`src/hdl/rmd_pkg.sv`:
```
// ----------------------------------------------------------------------------
// rmd_pkg
// Shared types and constants of the record mark deframer.
// ----------------------------------------------------------------------------
package rmd_pkg;

    localparam int LEN_W      = 31;
    localparam int BYTE_W     = 8;
    localparam int HDR_CNT_W  = 2;
    localparam int HDR_SHIFT_W = 24;

    // The last header byte arrives when three have already been collected.
    localparam logic [HDR_CNT_W-1:0] HDR_LAST = 2'd3;

    localparam logic [LEN_W-1:0] MAX_RESET = 31'd8388608;

    localparam int Q_DEPTH = 4;
    localparam int Q_PTR_W = $clog2(Q_DEPTH);
    localparam int Q_CNT_W = $clog2(Q_DEPTH + 1);

    typedef struct packed {
        logic [BYTE_W-1:0] data;
        logic              byte_valid;
        logic              msg_end;
        logic              frame_error;
    } t_result;

    typedef struct packed {
        logic full;
        logic empty;
    } t_q_stat;

endpackage

```
`src/hdl/rmd_front.sv`:
```
// ----------------------------------------------------------------------------
// rmd_front
// Header parser and body byte classifier; pushes one result per output item.
// ----------------------------------------------------------------------------
module rmd_front (
    input  logic                      i_clk,
    input  logic                      i_rst_n,
    input  logic                      i_valid,
    output logic                      o_ready,
    input  logic [rmd_pkg::BYTE_W-1:0] i_data,
    input  logic [rmd_pkg::LEN_W-1:0] i_max,
    input  rmd_pkg::t_q_stat          i_q_stat,
    output logic                      o_push,
    output rmd_pkg::t_result          o_res
);
    import rmd_pkg::*;

    logic [HDR_CNT_W-1:0]   r_hdr_cnt,   n_hdr_cnt;
    logic [HDR_SHIFT_W-1:0] r_hdr_shift, n_hdr_shift;
    logic [LEN_W-1:0]       r_frag_rem,  n_frag_rem;
    logic                   r_in_body,   n_in_body;
    logic                   r_last_frag, n_last_frag;
    logic [LEN_W-1:0]       r_msg_len,   n_msg_len;
    logic                   r_err,       n_err;

    logic             accept;
    logic [31:0]      word;
    logic [LEN_W-1:0] hdr_len;
    logic             hdr_last;
    logic [LEN_W:0]   len_sum;
    logic             over;

    assign o_ready  = !i_q_stat.full;
    assign accept   = i_valid && o_ready;
    assign word     = {r_hdr_shift, i_data};
    assign hdr_len  = word[LEN_W-1:0];
    assign hdr_last = word[31];
    // The sum of two 31-bit values carries one extra bit so it cannot wrap.
    assign len_sum  = {1'b0, r_msg_len} + {1'b0, hdr_len};
    assign over     = (hdr_len > i_max) || (len_sum > {1'b0, i_max});

    always_comb begin
        n_hdr_cnt   = r_hdr_cnt;
        n_hdr_shift = r_hdr_shift;
        n_frag_rem  = r_frag_rem;
        n_in_body   = r_in_body;
        n_last_frag = r_last_frag;
        n_msg_len   = r_msg_len;
        n_err       = r_err;
        o_push      = 1'b0;
        o_res       = '0;
        if (accept && !r_err) begin
            if (!r_in_body) begin
                if (r_hdr_cnt != HDR_LAST) begin
                    n_hdr_shift = {r_hdr_shift[HDR_SHIFT_W-BYTE_W-1:0], i_data};
                    n_hdr_cnt   = r_hdr_cnt + 1'b1;
                end else begin
                    n_hdr_cnt   = '0;
                    n_hdr_shift = '0;
                    if (over) begin
                        n_err             = 1'b1;
                        o_push            = 1'b1;
                        o_res.frame_error = 1'b1;
                    end else if (hdr_len == '0) begin
                        // An empty last fragment closes the message with a bare marker.
                        if (hdr_last) begin
                            n_msg_len     = '0;
                            o_push        = 1'b1;
                            o_res.msg_end = 1'b1;
                        end
                    end else begin
                        n_in_body   = 1'b1;
                        n_frag_rem  = hdr_len;
                        n_last_frag = hdr_last;
                    end
                end
            end else begin
                n_frag_rem       = r_frag_rem - 1'b1;
                n_msg_len        = r_msg_len + 1'b1;
                o_push           = 1'b1;
                o_res.data       = i_data;
                o_res.byte_valid = 1'b1;
                if (r_frag_rem == LEN_W'(1)) begin
                    n_in_body = 1'b0;
                    if (r_last_frag) begin
                        n_last_frag   = 1'b0;
                        n_msg_len     = '0;
                        o_res.msg_end = 1'b1;
                    end
                end
            end
        end
    end

    always_ff @(posedge i_clk) begin
        if (!i_rst_n) begin
            r_hdr_cnt   <= '0;
            r_hdr_shift <= '0;
            r_frag_rem  <= '0;
            r_in_body   <= 1'b0;
            r_last_frag <= 1'b0;
            r_msg_len   <= '0;
            r_err       <= 1'b0;
        end else begin
            r_hdr_cnt   <= n_hdr_cnt;
            r_hdr_shift <= n_hdr_shift;
            r_frag_rem  <= n_frag_rem;
            r_in_body   <= n_in_body;
            r_last_frag <= n_last_frag;
            r_msg_len   <= n_msg_len;
            r_err       <= n_err;
        end
    end

`ifndef SYNTHESIS
    a_silent_after_error: assert property (@(posedge i_clk) disable iff (!i_rst_n)
        r_err |-> !o_push)
        else $error("result pushed after a frame error");
    a_body_no_header: assert property (@(posedge i_clk) disable iff (!i_rst_n)
        r_in_body |-> (r_hdr_cnt == '0) && (r_frag_rem != '0))
        else $error("body state with pending header or empty fragment");
    a_error_latches: assert property (@(posedge i_clk) disable iff (!i_rst_n)
        (o_push && o_res.frame_error) |=> r_err)
        else $error("frame error not latched");
`endif

endmodule

```
`src/hdl/rmd_fifo.sv`:
```
// ----------------------------------------------------------------------------
// rmd_fifo
// Short result queue between the parser and the output stage.
// ----------------------------------------------------------------------------
module rmd_fifo (
    input  logic             i_clk,
    input  logic             i_rst_n,
    input  logic             i_push,
    input  rmd_pkg::t_result i_res,
    input  logic             i_pop,
    output rmd_pkg::t_result o_res,
    output rmd_pkg::t_q_stat o_stat
);
    import rmd_pkg::*;

    t_result              r_mem [Q_DEPTH];
    logic [Q_PTR_W-1:0]   r_wr, n_wr;
    logic [Q_PTR_W-1:0]   r_rd, n_rd;
    logic [Q_CNT_W-1:0]   r_cnt, n_cnt;
    logic                 do_push, do_pop;

    assign o_stat.full  = (r_cnt == Q_CNT_W'(Q_DEPTH));
    assign o_stat.empty = (r_cnt == '0);
    assign do_push      = i_push && !o_stat.full;
    assign do_pop       = i_pop && !o_stat.empty;
    assign o_res        = r_mem[r_rd];

    always_comb begin
        n_wr  = do_push ? Q_PTR_W'(r_wr + 1'b1) : r_wr;
        n_rd  = do_pop  ? Q_PTR_W'(r_rd + 1'b1) : r_rd;
        n_cnt = r_cnt;
        if (do_push && !do_pop) begin
            n_cnt = r_cnt + 1'b1;
        end else if (do_pop && !do_push) begin
            n_cnt = r_cnt - 1'b1;
        end
    end

    always_ff @(posedge i_clk) begin
        if (do_push) begin
            r_mem[r_wr] <= i_res;
        end
    end

    always_ff @(posedge i_clk) begin
        if (!i_rst_n) begin
            r_wr  <= '0;
            r_rd  <= '0;
            r_cnt <= '0;
        end else begin
            r_wr  <= n_wr;
            r_rd  <= n_rd;
            r_cnt <= n_cnt;
        end
    end

`ifndef SYNTHESIS
    a_cnt_bound: assert property (@(posedge i_clk) disable iff (!i_rst_n)
        r_cnt <= Q_CNT_W'(Q_DEPTH))
        else $error("queue count beyond depth");
`endif

endmodule

```
`src/hdl/rmd_back.sv`:
```
// ----------------------------------------------------------------------------
// rmd_back
// Output register stage: drains the queue onto the master stream.
// ----------------------------------------------------------------------------
module rmd_back (
    input  logic                       i_clk,
    input  logic                       i_rst_n,
    input  rmd_pkg::t_q_stat           i_q_stat,
    input  rmd_pkg::t_result           i_res,
    output logic                       o_pop,
    output logic                       o_m_tvalid,
    input  logic                       i_m_tready,
    output logic [rmd_pkg::BYTE_W-1:0] o_m_tdata,
    output logic                       o_m_tlast,
    output logic [1:0]                 o_m_tuser
);
    import rmd_pkg::*;

    logic    r_valid, n_valid;
    t_result r_res;

    // The register reloads whenever it is empty or its item is being taken.
    assign o_pop   = !i_q_stat.empty && (!r_valid || i_m_tready);
    assign n_valid = o_pop || (r_valid && !i_m_tready);

    always_ff @(posedge i_clk) begin
        if (!i_rst_n) begin
            r_valid <= 1'b0;
        end else begin
            r_valid <= n_valid;
        end
    end

    always_ff @(posedge i_clk) begin
        if (o_pop) begin
            r_res <= i_res;
        end
    end

    assign o_m_tvalid = r_valid;
    assign o_m_tdata  = r_res.data;
    assign o_m_tlast  = r_res.msg_end;
    assign o_m_tuser  = {r_res.frame_error, r_res.byte_valid};

`ifndef SYNTHESIS
    a_pop_nonempty: assert property (@(posedge i_clk) disable iff (!i_rst_n)
        o_pop |-> !i_q_stat.empty)
        else $error("pop from an empty queue");
`endif

endmodule

```
`src/hdl/rpc_record_mark_deframer_top.sv`:
```
// ----------------------------------------------------------------------------
// rpc_record_mark_deframer_top
// Record marking deframer for RPC messages carried over a byte stream.
//
// The slave stream takes one received byte per item in tdata. Each fragment
// begins with a four-byte big-endian header; bit 31 flags the last fragment
// and bits 30..0 give its body length. Body bytes leave on the master stream
// one per item, with tlast on the final byte of a message. An empty last
// fragment yields a bare item with tlast set and no data. A fragment that
// pushes the message past max_message_bytes yields one error item, after
// which all input is consumed and dropped until reset.
// The block takes one byte every clock cycle while the result queue has room.
// A result enters the result queue when its byte is taken and then moves
// into the output register that drives the master side. Header bytes give
// no result, but for a closing empty header or an error header.
// When the receiver stalls, the four-entry queue fills and then tready drops
// on the slave side; it rises again as soon as one entry drains.
// Reset clears the parser, empties the queue and loads the limit register
// with 8 MiB. The limit is written through the APB port; paddr is not decoded.
// ----------------------------------------------------------------------------
module rpc_record_mark_deframer_top (
    input  logic        i_clk,
    input  logic        i_rst_n,
    input  logic        i_s_tvalid,
    output logic        o_s_tready,
    input  logic [7:0]  i_s_tdata,   // [7:0] rx_byte
    output logic        o_m_tvalid,
    input  logic        i_m_tready,
    output logic [7:0]  o_m_tdata,   // [7:0] body_byte
    output logic        o_m_tlast,   // message_end
    output logic [1:0]  o_m_tuser,   // [0] byte_valid, [1] frame_error
    input  logic        i_psel,
    input  logic        i_penable,
    input  logic        i_pwrite,
    input  logic [1:0]  i_paddr,
    input  logic [31:0] i_pwdata,
    output logic [31:0] o_prdata,
    output logic        o_pready
);
    import rmd_pkg::*;

    logic [LEN_W-1:0] r_max;
    logic             cfg_wr;
    logic             push, pop;
    t_result          front_res, q_res;
    t_q_stat          q_stat;

    // Only one word exists, so every byte address inside it selects the limit.
    assign o_pready = 1'b1;
    assign cfg_wr   = i_psel && i_penable && i_pwrite && o_pready;
    assign o_prdata = {1'b0, r_max};

    always_ff @(posedge i_clk) begin
        if (!i_rst_n) begin
            r_max <= MAX_RESET;
        end else if (cfg_wr) begin
            r_max <= i_pwdata[LEN_W-1:0];
        end
    end

    rmd_front u_front (
        .i_clk    (i_clk),
        .i_rst_n  (i_rst_n),
        .i_valid  (i_s_tvalid),
        .o_ready  (o_s_tready),
        .i_data   (i_s_tdata),
        .i_max    (r_max),
        .i_q_stat (q_stat),
        .o_push   (push),
        .o_res    (front_res)
    );

    rmd_fifo u_fifo (
        .i_clk   (i_clk),
        .i_rst_n (i_rst_n),
        .i_push  (push),
        .i_res   (front_res),
        .i_pop   (pop),
        .o_res   (q_res),
        .o_stat  (q_stat)
    );

    rmd_back u_back (
        .i_clk      (i_clk),
        .i_rst_n    (i_rst_n),
        .i_q_stat   (q_stat),
        .i_res      (q_res),
        .o_pop      (pop),
        .o_m_tvalid (o_m_tvalid),
        .i_m_tready (i_m_tready),
        .o_m_tdata  (o_m_tdata),
        .o_m_tlast  (o_m_tlast),
        .o_m_tuser  (o_m_tuser)
    );

endmodule
```
`config.mk`:
```
export PLATFORM = sky130hd
export DESIGN_NAME = rpc_record_mark_deframer_top
export DESIGN_NICKNAME = d
export VERILOG_FILES = /design/src/hdl/rmd_pkg.sv /design/src/hdl/rmd_front.sv /design/src/hdl/rmd_fifo.sv /design/src/hdl/rmd_back.sv /design/src/hdl/rpc_record_mark_deframer_top.sv
export SDC_FILE = /design/constraint.sdc
export NUM_CORES = 1
export LEC_CHECK = 0
export BUFFER_PORTS_ARGS = -buffer_cell sky130_fd_sc_hd__buf_2
export CAP_MARGIN = 20
export CORE_MARGIN = 2
export CORE_UTILIZATION = 50
export CTS_CLUSTER_DIAMETER = 100
export DETAILED_ROUTE_END_ITERATION = 7
export GPL_ROUTABILITY_DRIVEN = 1
export GPL_TIMING_DRIVEN = 0
export PLACE_DENSITY = 0.69
export SLEW_MARGIN = 5
export SYNTH_ARGS = -nofsm -noshare
export SYNTH_HDL_FRONTEND = slang
export SYNTH_SLANG_ARGS = --single-unit
```
`constraint.sdc`:
```
create_clock -name i_clk -period 13.4 [get_ports i_clk]
set_input_delay 2.68 -clock i_clk [delete_from_list [all_inputs] [get_ports i_clk]]
set_output_delay 2.68 -clock i_clk [all_outputs]
set_load 0.005 [all_outputs]
```
Yosys cells after proc, flatten, opt, wreduce, memory -nomap -nowiden
Memories as Yosys holds them, arrays and structs flattened. A register that Yosys moved wholly into a read port is not among the register bits.
Index checks and enable logic that the tools add are counted.
- memory bits (writable): 44
- latch bits: 0
- output and inout port bits: 46
- logic and storage cells: 104
- memories: 1
- input bits: 49
- register bits after elaboration: 130
- memory bits (read-only): 0
- $mul: 0
- bitwise logic cells: 2
- multiplexer cells: 42
- divide/modulo/power cells: 0
- eq/ne operators: 7
- shift-type cells: 0
- reductions and logical operators: 30
- order comparisons: 2
- $add $sub $neg: 8
- memories (name ; depth ; width ; rd ports ; clocked after Yosys merged registers in ; wr ports ; line ; source):
    u_fifo.r_mem ; 4 ; 11 ; 1 ; 1 ; 1 ; rmd_fifo.sv:16 ; t_result r_mem [Q_DEPTH];
- operator list (kind ; count):
    $mux 31 ; 11
    $add 31x31->32 ; 1
    $gt 32x31->1 ; 1
    $add 31x1->31 const B ; 1
    $eq 31x1->1 const B ; 1
    $gt 31x31->1 ; 1
    $logic_not 31->1 ; 1
    $sub 31x1->31 const B ; 1
    $mux 1 ; 24
    $mux 24 ; 1
    $mux 11 ; 1
    $logic_and 1x1->1 ; 10
    $reduce_and 5->1 ; 2
    $mux 9 ; 1
    $reduce_and 4->1 ; 2
    $logic_not 1->1 ; 7
    $add 2x1->2 const B ; 3
    $mux 3 ; 2
    $ne 2x1->1 const B ; 3
    $reduce_bool 2->1 ; 3
    $mux 2 ; 2
    $ne 2x2->1 const B ; 2
    $add 3x1->3 const B ; 1
    $eq 3x3->1 const B ; 1
    5 further kinds ; 8

Longest topological paths before layout
Gate-level depths: netlist (run 1).
- depth in word-level cells: 12
- depth in mapped cells: 26
- mapped depth without buffers: 26

By module
A second synthesis (run 1) with hierarchy kept.
- cells, all modules: 1304
- area total of the unflattened synthesis: 11717.5 um^2
- by module, submodules not included (module ; instances ; area an instance (um^2) ; sequential area each (um^2) ; cells each):
    rmd_front ; 1 ; 7978.9 ; 1821.7 ; 1044
    rmd_fifo ; 1 ; 2069.5 ; 1501.4 ; 105
    rpc_record_mark_deframer_top ; 1 ; 1295.0 ; 620.6 ; 140
    rmd_back ; 1 ; 374.1 ; 350.3 ; 15

Least setup slack after synthesis (run 1)
Ideal clock, no wire load.
- kind: input-to-reg
- from: input i_s_tdata[0]
- to: register u_fifo.r_cnt[2]
- library setup time: 0.070 ns
- path slack: 5.573 ns
- required time: 13.330 ns
- arrival time: 7.757 ns
- stages: 26
- path buffers: 0
- path through: ha_1 > inv_1 > fa_1 > nand2b_1 > a21oi_1 > o21ai_0 > a2111oi_0 > nor2_1 > or4b_1 > a311oi_1 > nor3_1 > xor2_1 > ha_1 > nand4_1 > nor4_1 > a22oi_1 > a31o_2 > o211ai_1 > a21oi_1 > a21oi_1 > ha_1 > inv_1 > fa_1 > xor2_1 > or3_1 > a21oi_1
- cells in the longest elaborated chain, start to end: 11
- elaborated cells on any way between the ends: 16
- those cells by class: add/sub: 1; order compare: 2; mux: 6; reduce/logical: 7
- ends and longest elaborated chain (what ; line ; source):
    from (decl) ; rpc_record_mark_deframer_top.sv:26 ; input logic [7:0] i_s_tdata,
    $add 31x31->32 ; rmd_front.sv:39 ; assign len_sum = {1'b0, r_msg_len} + {1'b0, hdr_len};
    $gt 32x31->1 ; rmd_front.sv:40 ; assign over = (hdr_len > i_max) || (len_sum > {1'b0, i_max});
    $logic_or 1x1->1 ; rmd_front.sv:40 ;
    $mux 1 * ; rmd_front.sv:60 ; if (over) begin
    $mux 1 * ; rmd_front.sv:54 ; if (r_hdr_cnt != HDR_LAST) begin
    $mux 1 * ; rmd_front.sv:53 ; if (!r_in_body) begin
    $mux 1 * ; rmd_front.sv:52 ; if (accept && !r_err) begin
    $logic_and 1x1->1 * ; rmd_fifo.sv:24 ; assign do_push = i_push && !o_stat.full;
    net u_fifo.do_push ; rmd_fifo.sv:20 ; logic do_push, do_pop;
    $logic_not 1->1 ; rmd_fifo.sv:34 ; end else if (do_pop && !do_push) begin
    $logic_and 1x1->1 ; rmd_fifo.sv:34 ;
    $reduce_bool 2->1 (no source line) ; n/a ;
    to (signal assigned) ; rmd_fifo.sv:53 ; r_cnt <= n_cnt;
    to (decl) ; rmd_fifo.sv:19 ; logic [Q_CNT_W-1:0] r_cnt, n_cnt;
The timed path passes the listed nets; every way through them passes the cells marked *.
A chain may end at the register's enable or synchronous reset.

Final worst setup path (run 1)
- from: input i_s_tdata[1]
- to: register u_fifo.r_cnt[2]
The elaborated chain is that of the path after synthesis.

==> results of run 1 <==
cells in the final DEF, fill, tap and decap left out, drive strengths merged, types with 5 or more instances in the layout:
cell	netlist	final
a41oi	5	5
o21bai	5	5
ha	102	102
inv	65	77
or2	7	7
o21ai	63	63
mux2i	10	10
nand2b	17	17
and3	20	20
buf	15	103
dfxtp	130	130
or4	5	5
o32ai	5	5
nand2	185	185
mux4	11	11
o211ai	10	10
nand3	35	35
mux2	6	6
nand3b	20	20
o21a	6	6
xor2	12	12
o221a	9	9
a211oi	17	17
edfxtp	55	55
o22ai	7	7
nor4	17	17
nor2	83	83
and2	7	7
nor3	29	29
or3	13	13
a31oi	42	42
xnor2	22	22
a21oi	141	141
nand4	23	23
nor2b	10	10
a21o	15	15
clkbuf	44	61
flip-flops by register name (all words and copies together) (netlist names), 3 cells and up:
name                 cells
u_fifo.r_mem            44
r_max                   31
u_front.r_frag_rem      31
u_front.r_msg_len       31
u_front.r_hdr_shift     24
u_back.o_m_tdata         8
u_fifo.r_cnt             3
final cells by class:
cell class / instances / area (um^2)
clock inverters: 15 / 220
well taps: 285 / 357
plain buffers: 59 / 243
multi-input cells: 999 / 6580
flip-flops and latches: 185 / 4250
fillers: 2075 / 9670
repair buffers: 88 / 440
clock buffers: 17 / 425
inverters: 65 / 244
worst paths after layout:
check	startpoint	end	cells past startpoint
max reg2reg	u_front.r_msg_len[0]$_SDFFE_PN0P_	u_fifo.r_cnt[2]$_SDFFE_PN0P_	26
max	i_s_tdata[1]	u_fifo.r_cnt[2]$_SDFFE_PN0P_	26
min reg2reg	r_max[3]$_SDFFE_PN0P_	r_max[3]$_SDFFE_PN0P_	2
min	r_max[3]$_SDFFE_PN0P_	r_max[3]$_SDFFE_PN0P_	2
cell usage after synthesis (all sizes together), types with 6 or more instances:
master	instances	area, um^2
a21oi	141	709
clkbuf	44	165
o211ai	10	93.8
a21o	15	113
dfxtp	130	2600
or3	13	81.3
nand2b	17	106
nand4	23	144
nand2	185	697
o22ai	7	43.8
nand3	35	175
o221a	9	101
mux2i	10	100
nor4	17	113
o21ai	63	319
ha	102	1280
and3	20	125
edfxtp	55	1650
nand3b	20	150
or2	7	43.8
xor2	12	105
inv	65	244
nor3	29	145
o21a	6	45.0
nor2	83	312
a31oi	42	263
and2	7	43.8
nor2b	10	62.6
xnor2	22	193
mux2	6	67.6
mux4	11	248
buf	15	77.6
a211oi	17	158
power groups by stage:
stage | logic [mW] | clock network, mW | registers (mW)
detailed placement | 0.334 | 0 | 0.668
global route | 0.377 | 0.579 | 0.660
CTS | 0.337 | 0.554 | 0.655
floorplan | 0.230 | 0 | 0.656
finish | 0.340 | 0.554 | 0.656
global placement | 0.328 | 0 | 0.667
critical path, cell delays in order:
cell       delay [ns]
buf_2            0.15
inv_1            0.20
fa_1             0.50
nand2b_1         0.17
a21oi_1          0.19
o21ai_0          0.20
a2111oi_0        0.69
nor2_1           0.06
or4b_1           0.23
a311oi_1         0.12
nor3_1           0.27
xor2_1           0.12
ha_1             0.31
nand4_1          0.13
nor4_1           0.51
a22oi_1          0.14
a31o_2           0.27
o211ai_1         0.22
a21oi_1          0.12
a21oi_1          0.56
ha_1             0.30
inv_1            0.06
fa_1             0.37
xor2_1           0.16
or3_1            0.30
a21oi_1          0.13
cell families after synthesis:
group,synth area share (%)
buffers and inverters,4.30
other,0.0664
AO/OA/AOI/OAI,19.4
multiplexers,3.67
adder cells (fa/ha/maj),11.6
AND/OR/NAND/NOR,20.7
XOR/XNOR,2.63
flip-flops,37.6
metrics by stage:
step	power, mW	worst slack (ns)	hold WS (ns)	area, um^2	utilization (%)
finish	1.55	4.62	0.468	12800	56.9
global route	1.62	4.18	0.502	12800	56.9
CTS	1.55	4.71	0.469	12800	56.9
detailed placement	1.00	4.26	0.459	12100	54.0
global placement	0.994	4.26	0.445	12100	54.0
floorplan	0.886	5.57	0.439	11300	-
metal layers:
metal	vias up	routed length (um)
met5	-	12
met4	2	1770
met3	113	2510
met2	418	16400
met1	4984	14400
li1	5008	-
==> impl_metrics.yaml, run 1 <==
timing:
  min_period_over_period_pct: 65.5
  tightest_slew_ns: 0.913
  period_needed_ns: 8.78
  setup_tns_ns: 0
  max_freq_mhz: 114
  worst_clock_skew_ns: 0.0118
  max_slew_margin_pct: 38.7
  setup_viol: 0
  grt_setup_unrepaired: "no"
  slew_viol_final: 0
  final_hold_viol_count: 0
global_route:
  grt_use_met3_pct: 5.86
  use_met2_pct: 49.6
  use_met1_pct: 36.2
  grt_pass1_wl_um: 54600
  first_global_vias: 10100
  antenna_found_initial: 2
  grt_usage_pct: 29.4
  grt.overflow.total: 0
  top_usage_layer: "met2"
  grt_max_degree: 25
clocking:
  cts_hold_repair.buffers: 0
  cts_tree: "yes"
  cts_made_buffers: 17
  clk_latency_ns: 0.45
  post_cts_resized: 0
  post_cts_buffers: 0
  clock-root-buffer: "clkbuf_16"
  cts.path.max_buffers: 2
  cts.sinks: 185
  htreeDepth: 4
  clk_pin_slew_ns: 0.09
pwr:
  leakagePower_nw: 5.10
  vdd_drop_max_v: 0.0000736
  p_sw_share_pct: 34.1
  comb_power_share_pct: 22.0
  p_int_mw: 1.02
  p_clk_share_pct: 35.7
  power_switching_mw: 0.528
  powerDensity_nw_per_um2: 121
  seqPwrFrac_pct: 42.3
cells_and_area:
  drive_gt1_share_pct: 11.4
  diodes: 0
  final_cell_count_no_fill: 1713
  layout.nets: 1568
  area.growth.synth_to_final_pct: 12.8
setup_path:
  ff2ff_setup_slack_ns: 6.54
  crit_fanout: 7
  critPathLaunchType: "primary input"
  crit_path_end_kind: "flip-flop"
  worst_ep_arrival_time_ns: 9.16
  cp_data_required_time_ns: 13.78
  worstSetupPathType: "in -> reg"
routing:
  first_pass_iters: 5
  vias: 10500
  wl_per_cell_um: 20.4
  viasPerCell: 6.14
  postRouteAntennaNets: 0
  wirelength_um: 35000
  drc: 0
  drt-initial-drc-count: 1010
place:
  gp_congestion: 0.959
  port_buffers: 88
  dp_cells: 1681
  hpwl_um: 25900
yosys:
  ys_ff_latch: 185
  avgSynthCellArea_um2: 8.65
  synthCells: 1308
  ys.flop_type: "dfxtp_1"
  syn_nets: 1461
  ys_types: 75
  ys_warn_count: 0
  synth_area_um2: 11300
  ys_seq_area_share_pct: 37.6
  synth-edff-count: 55
  ys_async_sr_fraction_pct: 0
floorplan:
  die_h_um: 154
  io_pins: 95
  dieArea_um2: 23900
  num_rows: 55
  coreArea_um2: 22400
  fp.dieW_um: 154
  start_util_pct: 50.5
status:
  outcome: "completed"
hold_path:
  worst_hold_path_type: "reg -> reg"
job:
  cap_violations: 0
Power figures use the tool's default switching activity.
==> run 2, diff against run 1 <==
--- a/config.mk
+++ b/config.mk
@@ -5,6 +5,7 @@
 export SDC_FILE = /design/constraint.sdc
 export NUM_CORES = 1
 export LEC_CHECK = 0
+export ABC_AREA = 1
 export BUFFER_PORTS_ARGS = -buffer_cell sky130_fd_sc_hd__buf_2
 export CAP_MARGIN = 20
 export CORE_MARGIN = 2
@@ -13,7 +14,7 @@
 export DETAILED_ROUTE_END_ITERATION = 7
 export GPL_ROUTABILITY_DRIVEN = 1
 export GPL_TIMING_DRIVEN = 0
-export PLACE_DENSITY = 0.69
+export PLACE_DENSITY = 0.68
 export SLEW_MARGIN = 5
 export SYNTH_ARGS = -nofsm -noshare
 export SYNTH_HDL_FRONTEND = slang
==> constraint.sdc (replaced) <==
create_clock -name i_clk -period 9.1 [get_ports i_clk]
set_input_delay 1.82 -clock i_clk [delete_from_list [all_inputs] [get_ports i_clk]]
set_output_delay 1.82 -clock i_clk [all_outputs]
set_load 0.005 [all_outputs]
==> run 2 against run 1 <==
  * Clock skew is 0.0085 ns higher
  * Global-route usage barely moved
  * Sequential power rose by 51%
  * Design area increased by 5.1%
  * Total power rose by 61%
  * Core utilization increased by 0.41 points
  * Via count is 9.5% higher
  * Wire length up 2.2%
  * Largest cell class unchanged
  * Critical path type unchanged
  * Worst setup slack worse by 2.1 ns
  * Cell count up 22%
  * Non-clock buffer count is 4 lower
  * Sequential cell count unchanged
==> impl_metrics.yaml, run 2 <==
status:
  outcome: "completed"
clocking:
  post_cts_resized: 0
  htreeDepth: 4
  post_cts_buffers: 0
  cts_hold_repair.buffers: 0
  cts.path.max_buffers: 2
  clk_pin_slew_ns: 0.08
  cts_made_buffers: 17
  clk_latency_ns: 0.47
  clock-root-buffer: "clkbuf_16"
  cts.sinks: 185
  cts_tree: "yes"
routing:
  drt-initial-drc-count: 843
  first_pass_iters: 7
  drc: 0
  postRouteAntennaNets: 0
  wl_per_cell_um: 17.1
  viasPerCell: 5.51
  wirelength_um: 35800
  vias: 11500
timing:
  min_period_over_period_pct: 72.2
  tightest_slew_ns: 1.07
  period_needed_ns: 6.57
  max_slew_margin_pct: 28.6
  grt_setup_unrepaired: "no"
  setup_tns_ns: 0
  worst_clock_skew_ns: 0.0203
  slew_viol_final: 0
  final_hold_viol_count: 0
  max_freq_mhz: 152
  setup_viol: 0
yosys:
  synthCells: 1651
  synth-edff-count: 55
  synth_area_leader_cell: "dfxtp_1"
  synth.area.top_cells: "dfxtp_1 22%, edfxtp_1 14%, nand2_1 11%"
  avgSynthCellArea_um2: 7.22
  syn_nets: 1804
  ys_seq_area_share_pct: 35.7
  ys.flop_type: "dfxtp_1"
  yosysMostFrequentCell: "nand2_1"
  ys_warn_count: 0
  ys_types: 51
  synth_common_cells: "342 x nand2_1, 239 x nor2_1, 166 x inv_1, 145 x a21oi_1, 133 x o21ai_0"
  ys_ff_latch: 185
  synth_top_area_share_pct: 21.8
  ys_async_sr_fraction_pct: 0
  synth_area_um2: 11900
place:
  gp_congestion: 0.918
  hpwl_um: 26900
  port_buffers: 88
cells_and_area:
  nFillCells: 2253
  mostFrequentLayoutCells: "342 x nand2_1, 239 x nor2_1, 166 x inv_1"
  largest_register_ffs: 44
  layout.nets: 1913
  area.growth.synth_to_final_pct: 12.6
  drive_gt1_share_pct: 9.76
  top_register: "u_fifo.r_mem"
  final_common_cell: "nand2_1"
setup_path:
  reg2reg_to: "u_fifo.r_cnt[2]$_SDFFE_PN0P_"
  rr_worst_depth: 31
  r2r_start: "u_front.r_msg_len[0]$_SDFFE_PN0P_"
  cp_data_required_time_ns: 9.45
  crit_fanout: 7
  cp-endpoint: "u_fifo.r_cnt[2]$_SDFFE_PN0P_"
  cpPeakStageDelay_ns: 0.40
  crit_path_end_kind: "flip-flop"
  ff2ff_setup_slack_ns: 3.55
  cp_slowest_cell: "fa_1"
  worstSetupStartpoint: "i_s_tdata[0]"
  cp_common_cell: "nand2_1"
  worstSetupPathType: "in -> reg"
  critPathLaunchType: "primary input"
  worst_ep_arrival_time_ns: 6.92
global_route:
  grt_usage_pct: 29.3
  antenna_found_initial: 0
  grt_pass1_wl_um: 55900
  grt_max_degree: 24
  first_global_vias: 10700
  grt.overflow.total: 0
pwr:
  leakagePower_nw: 6.05
  powerDensity_nw_per_um2: 186
  p_total_mw: 2.49
  vdd_drop_max_v: 0.000106
floorplan:
  dieArea_um2: 25100
  io_pins: 95
  fp.dieW_um: 158
  die_h_um: 158
  start_util_pct: 50.9
  coreArea_um2: 23400
  num_rows: 56
job:
  cap_violations: 0
hold_path:
  worst_hold_path_type: "reg -> reg"
-- run 2: how the worst min path moves through the flow --
stage                                           from                                to  slack, ns  cells past startpoint
floorplan                 u_front.r_err$_SDFFE_PN0P_        u_front.r_err$_SDFFE_PN0P_       0.44                      2
global placement    u_front.r_last_frag$_SDFFE_PN0P_  u_front.r_last_frag$_SDFFE_PN0P_       0.45                      2
detailed placement  u_front.r_last_frag$_SDFFE_PN0P_  u_front.r_last_frag$_SDFFE_PN0P_       0.46                      2
CTS                 u_front.r_last_frag$_SDFFE_PN0P_  u_front.r_last_frag$_SDFFE_PN0P_       0.48                      2
global route        u_front.r_last_frag$_SDFFE_PN0P_  u_front.r_last_frag$_SDFFE_PN0P_       0.52                      2
finish              u_front.r_last_frag$_SDFFE_PN0P_  u_front.r_last_frag$_SDFFE_PN0P_       0.48                      2
-- run 2: cell type report --
type                            instances  area [um^2]  share of cell area [%]
Tap cell                              319          399                    2.98
Timing Repair Buffer                   90          459                    3.42
Sequential cell                       185         4250                    31.7
Clock buffer                           17          425                    3.17
Inverter                              173          654                    4.88
Antenna cell                            1         2.50                  0.0187
Clock inverter                         15          210                    1.57
Multi-Input combinational cell       1240         6750                    50.3
Buffer                                 53          262                    1.95
-- run 2: critical path: cells and delay by family --
kind / cells / cell delay, ns
simple gates: 14 / 1.60
buf+inv: 4 / 0.47
compound gates: 9 / 1.63
fa+ha+maj: 5 / 1.40
-- run 2: logic make-up (layout without fill, tap and decap cells) --
kind of cell               Yosys count  in the layout  share of synthesized area, %
xor gates and xnor gates            56             56                          4.12
DFF                                185            185                          35.7
buffers and inverters              226            348                          7.69
adders and majority gates          104            104                          11.0
and+or+nand+nor                    752            752                          26.9
other                                2              3                        0.0630
AOI/OAI and AO/OA                  326            326                          14.4
-- run 2: layer usage --
| layer | vias to the layer above | track usage (%) | share of wire, % |
|---|---|---|---|
| li1 | 5706 | - | - |
| met1 | 5295 | 34.7 | 41 |
| met2 | 437 | 51.5 | 48 |
| met3 | 89 | 6.02 | 6.9 |
| met4 | 0 | 13.0 | 3.7 |
| met5 | - | 0 | 0 |
-- run 2: where the power goes --
group	internal [mW]	leakage, nW	switching [mW]
clock	0.387	0.308	0.418
sequential	0.930	1.61	0.0632
combinational	0.242	4.13	0.454
-- run 2: per-stage QoR --
stage          hold WS [ns]  area, um^2  instances  setup WS (ns)  utilization [%]
2_1_floorplan         0.436       11900       1651           3.23                -
3_3_place_gp          0.451       12800       2058           2.25             54.5
3_5_place_dp          0.457       12800       2058           2.15             54.5
4_1_cts               0.476       13400       2090           2.62             57.2
5_1_grt               0.518       13400       2092           2.13             57.3
6_report              0.481       13400       2093           2.53             57.3
